<file path="src/sv/ubsm_pkg.sv">
// shared types, pattern table and helpers of the url blocklist substring matcher
// no dependencies
`default_nettype none

package ubsm_pkg;

  localparam int unsigned CellCount = 21;
  localparam int unsigned IdxW      = $clog2(CellCount);
  localparam int unsigned PatCount  = 23;
  localparam int unsigned PatBits   = CellCount * 8;

  typedef logic [PatCount-1:0] pat_vec_t;
  typedef logic [IdxW-1:0]     cell_idx_t;

  // per-cycle commands broadcast to every cell of the row
  typedef struct packed {
    logic adv;      // a byte is transferred in
    logic restart;  // component changed, drop partial matches first
    logic flush;    // url ended, clear the row
  } cell_ctrl_t;

  // string literals are right justified: the last character sits in the low byte
  localparam logic [PatBits-1:0] PatText [PatCount] = '{
    PatBits'("googletagmanager.com"),
    PatBits'("google-analytics.com"),
    PatBits'("scorecardresearch.com"),
    PatBits'("adnxs.com"),
    PatBits'("doubleclick.net"),
    PatBits'("amazon-adsystem.com"),
    PatBits'("segment.io"),
    PatBits'("mixpanel.com"),
    PatBits'("hotjar.com"),
    PatBits'("optimizely.com"),
    PatBits'("criteo.com"),
    PatBits'("pubmatic.com"),
    PatBits'("rubiconproject.com"),
    PatBits'("taboola.com"),
    PatBits'("outbrain.com"),
    PatBits'("telemetry"),
    PatBits'("adsystem"),
    PatBits'("adserver"),
    PatBits'("prebid.js"),
    PatBits'("analytics.js"),
    PatBits'("/telemetry/"),
    PatBits'("/adserver/"),
    PatBits'("/ads/")
  };

  localparam cell_idx_t PatLen [PatCount] = '{
    IdxW'(20), IdxW'(20), IdxW'(21), IdxW'(9),  IdxW'(15), IdxW'(19),
    IdxW'(10), IdxW'(12), IdxW'(10), IdxW'(14), IdxW'(10), IdxW'(12),
    IdxW'(18), IdxW'(11), IdxW'(12), IdxW'(9),  IdxW'(8),  IdxW'(8),
    IdxW'(9),  IdxW'(12), IdxW'(11), IdxW'(10), IdxW'(5)
  };

  // set where the pattern applies to the path component
  localparam pat_vec_t PathMask = pat_vec_t'(23'b11111_000000000000000000);

  // character j (counted from the start) of pattern k, zero past its end
  function automatic logic [7:0] pat_char(input int unsigned k, input cell_idx_t j);
    cell_idx_t pos;
    logic [7:0] ch;
    ch = 8'd0;
    if (j < PatLen[k]) begin
      pos = PatLen[k] - j - IdxW'(1);
      ch  = PatText[k][pos*8 +: 8];
    end
    return ch;
  endfunction

endpackage

`default_nettype wire

</file>
<file path="src/sv/ubsm_cell.sv">
// one cell of the match row: holds, for every pattern, whether the bytes seen
// end in that pattern's prefix of length idx+1; uses ubsm_pkg
`default_nettype none

module ubsm_cell (
  input  wire                        clk_i,
  input  wire                        rst_ni,
  input  wire ubsm_pkg::cell_idx_t   idx_i,
  input  wire ubsm_pkg::cell_ctrl_t  ctrl_i,
  input  wire logic [7:0]            byte_i,
  input  wire ubsm_pkg::pat_vec_t    prev_i,
  output ubsm_pkg::pat_vec_t         match_o,
  output ubsm_pkg::pat_vec_t         state_o
);

  ubsm_pkg::pat_vec_t eq;
  ubsm_pkg::pat_vec_t state_d, state_q;

  always_comb begin
    for (int unsigned k = 0; k < ubsm_pkg::PatCount; k++) begin
      eq[k] = (idx_i < ubsm_pkg::PatLen[k]) && (byte_i == ubsm_pkg::pat_char(k, idx_i));
    end
  end

  // a component change drops the prefix handed over by the neighbor,
  // the head cell still starts a new prefix with the first byte
  assign match_o = ((ctrl_i.restart && (idx_i != '0)) ? '0 : prev_i) & eq;

  always_comb begin
    state_d = state_q;
    if (ctrl_i.flush) begin
      state_d = '0;
    end else if (ctrl_i.adv) begin
      state_d = match_o;
    end
  end

  always_ff @(posedge clk_i or negedge rst_ni) begin
    if (!rst_ni) begin
      state_q <= '0;
    end else begin
      state_q <= state_d;
    end
  end

  assign state_o = state_q;

endmodule

`default_nettype wire

</file>
<file path="src/sv/ubsm_chain.sv">
// row of match cells, each passing its prefix state to the next one;
// gathers the full-length hits per pattern; uses ubsm_pkg and ubsm_cell
`default_nettype none

module ubsm_chain (
  input  wire                        clk_i,
  input  wire                        rst_ni,
  input  wire ubsm_pkg::cell_ctrl_t  ctrl_i,
  input  wire logic [7:0]            byte_i,
  output ubsm_pkg::pat_vec_t         hit_o
);

  ubsm_pkg::pat_vec_t match [ubsm_pkg::CellCount];
  ubsm_pkg::pat_vec_t state [ubsm_pkg::CellCount];

  for (genvar j = 0; j < ubsm_pkg::CellCount; j++) begin : g_cell
    ubsm_pkg::pat_vec_t prev;
    if (j == 0) begin : g_head
      assign prev = '1;
    end else begin : g_body
      assign prev = state[j-1];
    end

    ubsm_cell u_cell (
      .clk_i   (clk_i),
      .rst_ni  (rst_ni),
      .idx_i   (ubsm_pkg::cell_idx_t'(j)),
      .ctrl_i  (ctrl_i),
      .byte_i  (byte_i),
      .prev_i  (prev),
      .match_o (match[j]),
      .state_o (state[j])
    );
  end

  // a pattern hits when the cell at its last character completes the prefix
  for (genvar k = 0; k < ubsm_pkg::PatCount; k++) begin : g_hit
    assign hit_o[k] = match[ubsm_pkg::PatLen[k] - 1][k];
  end

endmodule

`default_nettype wire

</file>
<file path="config.mk">
export PLATFORM = sky130hd
export DESIGN_NAME = ubsm_chain
export DESIGN_NICKNAME = d
export VERILOG_FILES = /design/src/sv/ubsm_pkg.sv /design/src/sv/ubsm_cell.sv /design/src/sv/ubsm_chain.sv
export SDC_FILE = /design/constraint.sdc
export NUM_CORES = 1
export LEC_CHECK = 0
export ABC_AREA = 0
export BUFFER_PORTS_ARGS = -buffer_cell sky130_fd_sc_hd__buf_4
export CORE_AREA = 4 4 127 129
export DETAILED_ROUTE_END_ITERATION = 12
export DIE_AREA = 0 0 131 133
export PLACE_DENSITY = 0.74
export SYNTH_ARGS = -nofsm -noshare
export SYNTH_HDL_FRONTEND = slang
export SYNTH_SLANG_ARGS = --single-unit
export TNS_END_PERCENT = 50
</file>
<file path="constraint.sdc">
create_clock -name clk_i -period 1.6 [get_ports clk_i]
set_input_delay 0.08 -clock clk_i [delete_from_list [all_inputs] [get_ports clk_i]]
set_output_delay 0.08 -clock clk_i [all_outputs]
set_load 0.005 [all_outputs]
</file>
# [Word level (Yosys, flattened, before mapping)]
# Cells that the tools add are included.
[word_totals] word_cells=127 ff_bits=333
[classes] reduce_logical=1 n_eq_ne=26 muxes=60 bitwise=20
[ops] operator="$mux W22" count=15
[ops] operator="$mux W23" count=12
[ops] operator="$mux W13" count=18
[ops] operator="$eq A8 B7 Y1 const B" count=23
[ops] operator="$and A22 B22 Y22" count=5
[ops] operator="$and A23 B23 Y23" count=4
[ops] operator="$and A13 B13 Y13" count=6
[ops] operator="$mux W21" count=3
[ops] operator="$mux W20" count=3
[ops] operator="$eq A8 B6 Y1 const B" count=3
[ops] operator="$and A21 B21 Y21" count=1
[ops] operator="$and A20 B20 Y20" count=1
[ops] operator="$mux W3" count=6
[ops] operator="$mux W6" count=3
[ops] operator="$and A3 B3 Y3" count=2
[ops] operator="$and A6 B6 Y6" count=1
[ops] operator="$reduce_bool A2 Y1" count=1

# [Longest topological paths before layout]
[depth] ltp_word=4 mapped_depth=6

# [Cells and area by module]
# Synthesis repeated with hierarchy kept, for this count alone.
[hier_totals] cells_unflattened=23451 hier_area_um2=159728.2
[by_module_without_submodules] mod="ubsm_cell at g_cell[12].u_cell ..." instances=13 cells_per_inst=1137 area_per_inst_um2=7753.7
[by_module_without_submodules] mod="ubsm_cell at g_cell[7].u_cell ..." instances=3 cells_per_inst=1053 area_per_inst_um2=7340.8
[by_module_without_submodules] mod="ubsm_cell at g_cell[0].u_cell ..." instances=3 cells_per_inst=1106 area_per_inst_um2=7325.8
[by_module_without_submodules] mod="ubsm_cell at g_cell[19].u_cell" instances=1 cells_per_inst=1111 area_per_inst_um2=7596.0
[by_module_without_submodules] mod="ubsm_cell at g_cell[6].u_cell" instances=1 cells_per_inst=1080 area_per_inst_um2=7327.0
[by_module_without_submodules] mod="ubsm_chain" instances=1 cells_per_inst=2 area_per_inst_um2=7.5

# [Least setup slack after synthesis]
# OpenSTA, ideal clock, no wires.
[synth_path] kind="input to register" startpoint="in ctrl_i[1] in the netlist's numbering" endpoint="reg g_cell[10].u_cell.state_q[0]" arrival_time_ps=1386 t_required_ps=1535 setup_time_ps=65 slack_ps=148 n_path_buf=3 path_stages=6 cell_sequence="buf_6 or3b_1 buf_4 nor4_4 buf_6 a22o_1"
[synth_via] elab_chain_len=4
[synth_rtl] element="start, declared" line="ubsm_chain.sv:8" text="input wire ubsm_pkg::cell_ctrl_t ctrl_i,"
[synth_rtl] element="$mux W21" line="ubsm_cell.sv:27" text="assign match_o = ((ctrl_i.restart && (idx_i != '0)) ? '0 : prev_i) & eq;"
[synth_rtl] element="$and A21 B21 Y21" line="ubsm_cell.sv:27"
[synth_rtl] element="$mux W20" line="ubsm_cell.sv:33" text="end else if (ctrl_i.adv) begin"
[synth_rtl] element="$mux W20" line="ubsm_cell.sv:31" text="if (ctrl_i.flush) begin"
[synth_rtl] element="end signal, assigned" line="ubsm_cell.sv:42" text="state_q <= state_d;"
[synth_rtl] element="end, declared" line="ubsm_cell.sv:17" text="ubsm_pkg::pat_vec_t state_d, state_q;"
# Every way passes these cells. The select of a mux whose other input is x is not followed.
# A chain may end at the register's enable or synchronous reset.

# [Final worst setup path]
[layout_path] startpoint="in byte_i[2]" endpoint="reg g_cell[0].u_cell.state_q[18]"
[layout_via] elab_chain_len=3
[layout_rtl] element="start, declared" line="ubsm_chain.sv:9" text="input wire logic [7:0] byte_i,"
[layout_rtl] element="$eq A8 B7 Y1" line="ubsm_cell.sv:21" text="eq[k] = (idx_i < ubsm_pkg::PatLen[k]) && (byte_i == ubsm_pkg::pat_char(k, idx_i));"
[layout_rtl] element="$mux W23" line="ubsm_cell.sv:33"
[layout_rtl] element="$mux W23" line="ubsm_cell.sv:31"
[layout_rtl] element="end signal, assigned" line="ubsm_cell.sv:42"
[layout_rtl] element="end, declared" line="ubsm_cell.sv:17"
# Every way passes these cells. The select of a mux whose other input is x is not followed.

==> summary.md <==
| Metric | Value |
|---|---|
| Period utilization | `0.9917` |
| Worst VDD drop | `825.0 µV` |
| Clock buffer depth | `3` |
| Final min period | `1587 ps` |
| First-pass GRT wire length | `35.13 mm` |
| Worst Hold Class | `in2reg` |
| Worst setup path class | `in2reg` |
| WHS Endpoint | `g_cell[0].u_cell.state_o[21]` |
| # DRC | `0` |
| Vias in the first global route | `6,276` |
| Final Hold Fails | `0` |
| Initial antenna violation count | `0` |
| Gr usage total | `0.2584` |
| Status | `complete, no violations` |
| Setup WS pre-CTS | `-190.9 ps` |
| Clock skew | `8.751 ps` |
| Sw Ratio | `0.2126` |
| Crit Path Max Fanout | `13` |
| Crit end category | `flip-flop` |
| Async S/R FF share, synth | `1.000` |
| Clock Latency Late Sink | `510 ps` |
| Cell mode on critical path | `dlygate4sd3_1` |
| Rel. slew slack | `0.5773` |
| Routed wire length per instance | `23.97 µm` |
| Die width | `131 µm` |
| Comb pwr share | `0.036` |
| Max reg flops | `240` |
| Total power | `0.01227 W` |
| Start of the worst register-to-register path | `g_cell[0].u_cell.state_o[12]` |
| Synth top area cells | `dfrtp_1, a22o_1, a32o_1, and2_1, nor4_4` |
| Top delay family on crit path | `buffers and inverters` |
| PortBufs | `35` |
| Synth cell count leaders | `dfrtp_1, a22o_1, clkbuf_1, and2_1, a32o_1` |
| Largest net degree at the start of global routing | `65` |
| Setup WS post-layout | `13.21 ps` |
| Reg clk slew, reported paths | `60 ps` |
| WP buf/inv | `3` |
| Total power per unit cell area | `1126 mW/mm²` |
| Critical path's slowest cell | `dlygate4sd3_1` |
| Placeable Area | `0.01503 mm²` |
| Critical Path Source Type | `primary input` |
| Aggregate global routing overflow | `0` |
| Cells after Synth | `625` |
| Post-Syn Nets | `638` |
| Post-synthesis area per instance | `14.52 µm²` |
| Share of the synthesized area in the top cell type | `0.6619` |
| Hold Path Depth | `3` |
| Critical R2R Capture | `g_cell[0].u_cell.state_o[12]` |
| CTS root buf | `clkbuf_16` |
| Clk sinks | `240` |
| Area growth, synth to finish | `20.08%` |
| Maxcap violations | `0` |
| Initial core utilization | `0.6036` |
| Seq pwr share | `0.495` |
| Htree depth | `1` |
| FMAX | `630.2 MHz` |
| Post-synth top area cell | `dfrtp_1` |
| Post-route ant nets | `0` |
| Leakage power total | `5.208 nW` |
| P_int | `0.009659 W` |
| Cell area after layout | `0.01090 mm²` |
| CTS Buf Count | `24` |
| Sequential cell area fraction in the yosys report | `0.6619` |
| WP data required | `2010 ps` |
| Psw | `0.002608 W` |
| Worst R2R Path Depth | `3` |
| Endpoints failing setup | `0` |
| CP Launch Point | `byte_i[2]` |
| Final nets | `712` |
| Number of synthesized flops with an enable pin | `0` |
| Drt initial violations | `504` |
| FF-to-FF setup slack | `390 ps` |
| Tightest Pin Transition | `631.3 ps` |
| Count leader, synth | `dfrtp_1` |
| Slowest stage delay, CP | `580 ps` |
| Share of cells above drive strength 1 | `0.2179` |
| Clock share of power | `0.469` |
| HPWL Detailed | `13.37 mm` |
| Routed Wire Length | `21.67 mm` |
| Via density | `6.643` |
| Synthesized area | `0.009074 mm²` |
| CTS tree | `done` |
| Synth Register Bits | `240` |
| Routability cong. | `0.9366` |
| Row Count | `45` |
| # diodes | `0` |
| Slew Limit Fails | `0` |
| Hold slack final | `55.98 ps` |
| Area after DPL | `0.009965 mm²` |
| Netlist cell types | `33` |
| Synthesis Warnings | `0` |
| Min-delay src | `byte_i[5]` |
| CP arrival | `2000 ps` |
| Routed vias | `6,005` |
| Num ports | `36` |
| Die ar. | `0.01742 mm²` |
| Worst path cell trace | `buf_4 > dlygate4sd3_1 > or4_4 > dlygate4sd3_1 > o31ai_1` |
| Drt pass-1 iters | `4` |
| Die height | `133 µm` |
| Ys flop type | `dfrtp_1` |
area by class of cell:
type	count	area (µm²)
multi-input combinational	334	2864
inverter	4	15.01
timing repair buffer	95	955.9
tap	188	235.2
sequential	240	6006
fill	915	4138
clock buffer	30	674.4
clock inverter	13	145.1
metal layers:
metal,GRT usage,vias up,part of all wire
met3,0.04723,58,0.067
met1,0.3805,3111,0.43
li1,-,2600,-
met5,0,-,0
met2,0.3950,236,0.47
met4,0.08171,0,0.031
stage by stage:
step           TNS, ps  utilization  instances
2_1_floorplan        0            -        625
3_3_place_gp    -924.8       0.6628        852
6_report             0       0.7248        904
3_5_place_dp    -875.7       0.6628        852
4_1_cts              0       0.7233        904
5_1_grt         -7.994       0.7248        904
cells in the final DEF (no fill, tap or decap), types with 2 or more instances in the layout:
cell type | synthesis | final
nor3_1 | 9 | 6
o32ai_1 | 2 | 2
nor3_2 | 8 | 11
clkbuf_16 | 0 | 25
dfrtp_1 | 240 | 240
nand2_1 | 5 | 5
nor3b_2 | 1 | 2
clkinvlp_4 | 0 | 2
or2_2 | 3 | 3
clkbuf_1 | 28 | 2
nor4_1 | 3 | 3
and2_1 | 17 | 17
nor2_1 | 13 | 12
buf_12 | 0 | 17
buf_4 | 4 | 68
nor4_4 | 5 | 5
a32o_1 | 14 | 14
clkinv_2 | 0 | 8
bufinv_16 | 0 | 3
nand4b_1 | 3 | 3
and3_1 | 3 | 3
or3b_4 | 1 | 2
nand2b_1 | 7 | 7
inv_1 | 4 | 4
a22o_1 | 221 | 221
nand4bb_1 | 5 | 5
dlygate4sd3_1 | 0 | 9
o41ai_1 | 2 | 2
or3b_2 | 2 | 2
clkbuf_8 | 0 | 3
worst register-to-register path, stage by stage (launching register included):
cell	delay (ps)
dfrtp_1	380
nand2b_1	80
o32ai_1	70
dlygate4sd3_1	560
power by group through the flow:
stage,registers [W],clock network [W],logic [W]
finish,0.00607,0.00575,0.000445
global route,0.00606,0.00612,0.000487
CTS,0.00607,0.00586,0.000440
detailed placement,0.00618,0,0.000423
global placement,0.00618,0,0.000413
floorplan,0.00618,0,0.000168
cell families after synthesis:
group	count (synthesis)	share of synthesized area
AO/OA/AOI/OAI	240	0.2335
buffers and inverters	51	0.02620
flip-flops	240	0.6619
AND/OR/NAND/NOR	94	0.07846
how the worst max path moves through the flow:
stage / to / slack [ps] / cells past startpoint
floorplan: g_cell[10].u_cell.state_o[0] / 150 / 6
CTS: g_cell[6].u_cell.state_o[15] / 20 / 6
finish: g_cell[0].u_cell.state_o[18] / 10 / 5
global placement: g_cell[2].u_cell.state_o[21] / -200 / 5
detailed placement: g_cell[2].u_cell.state_o[21] / -190 / 5
global route: g_cell[0].u_cell.state_o[18] / -8 / 5
repair_timing:
item	in CTS	in global routing
setup buffers	0	0
endpoints found under the hold margin	244	0
setup endpoints to repair	0	24
hold buffers	9	0
gates resized for setup	0	5
No activity file was read; power rests on OpenSTA's default activity.
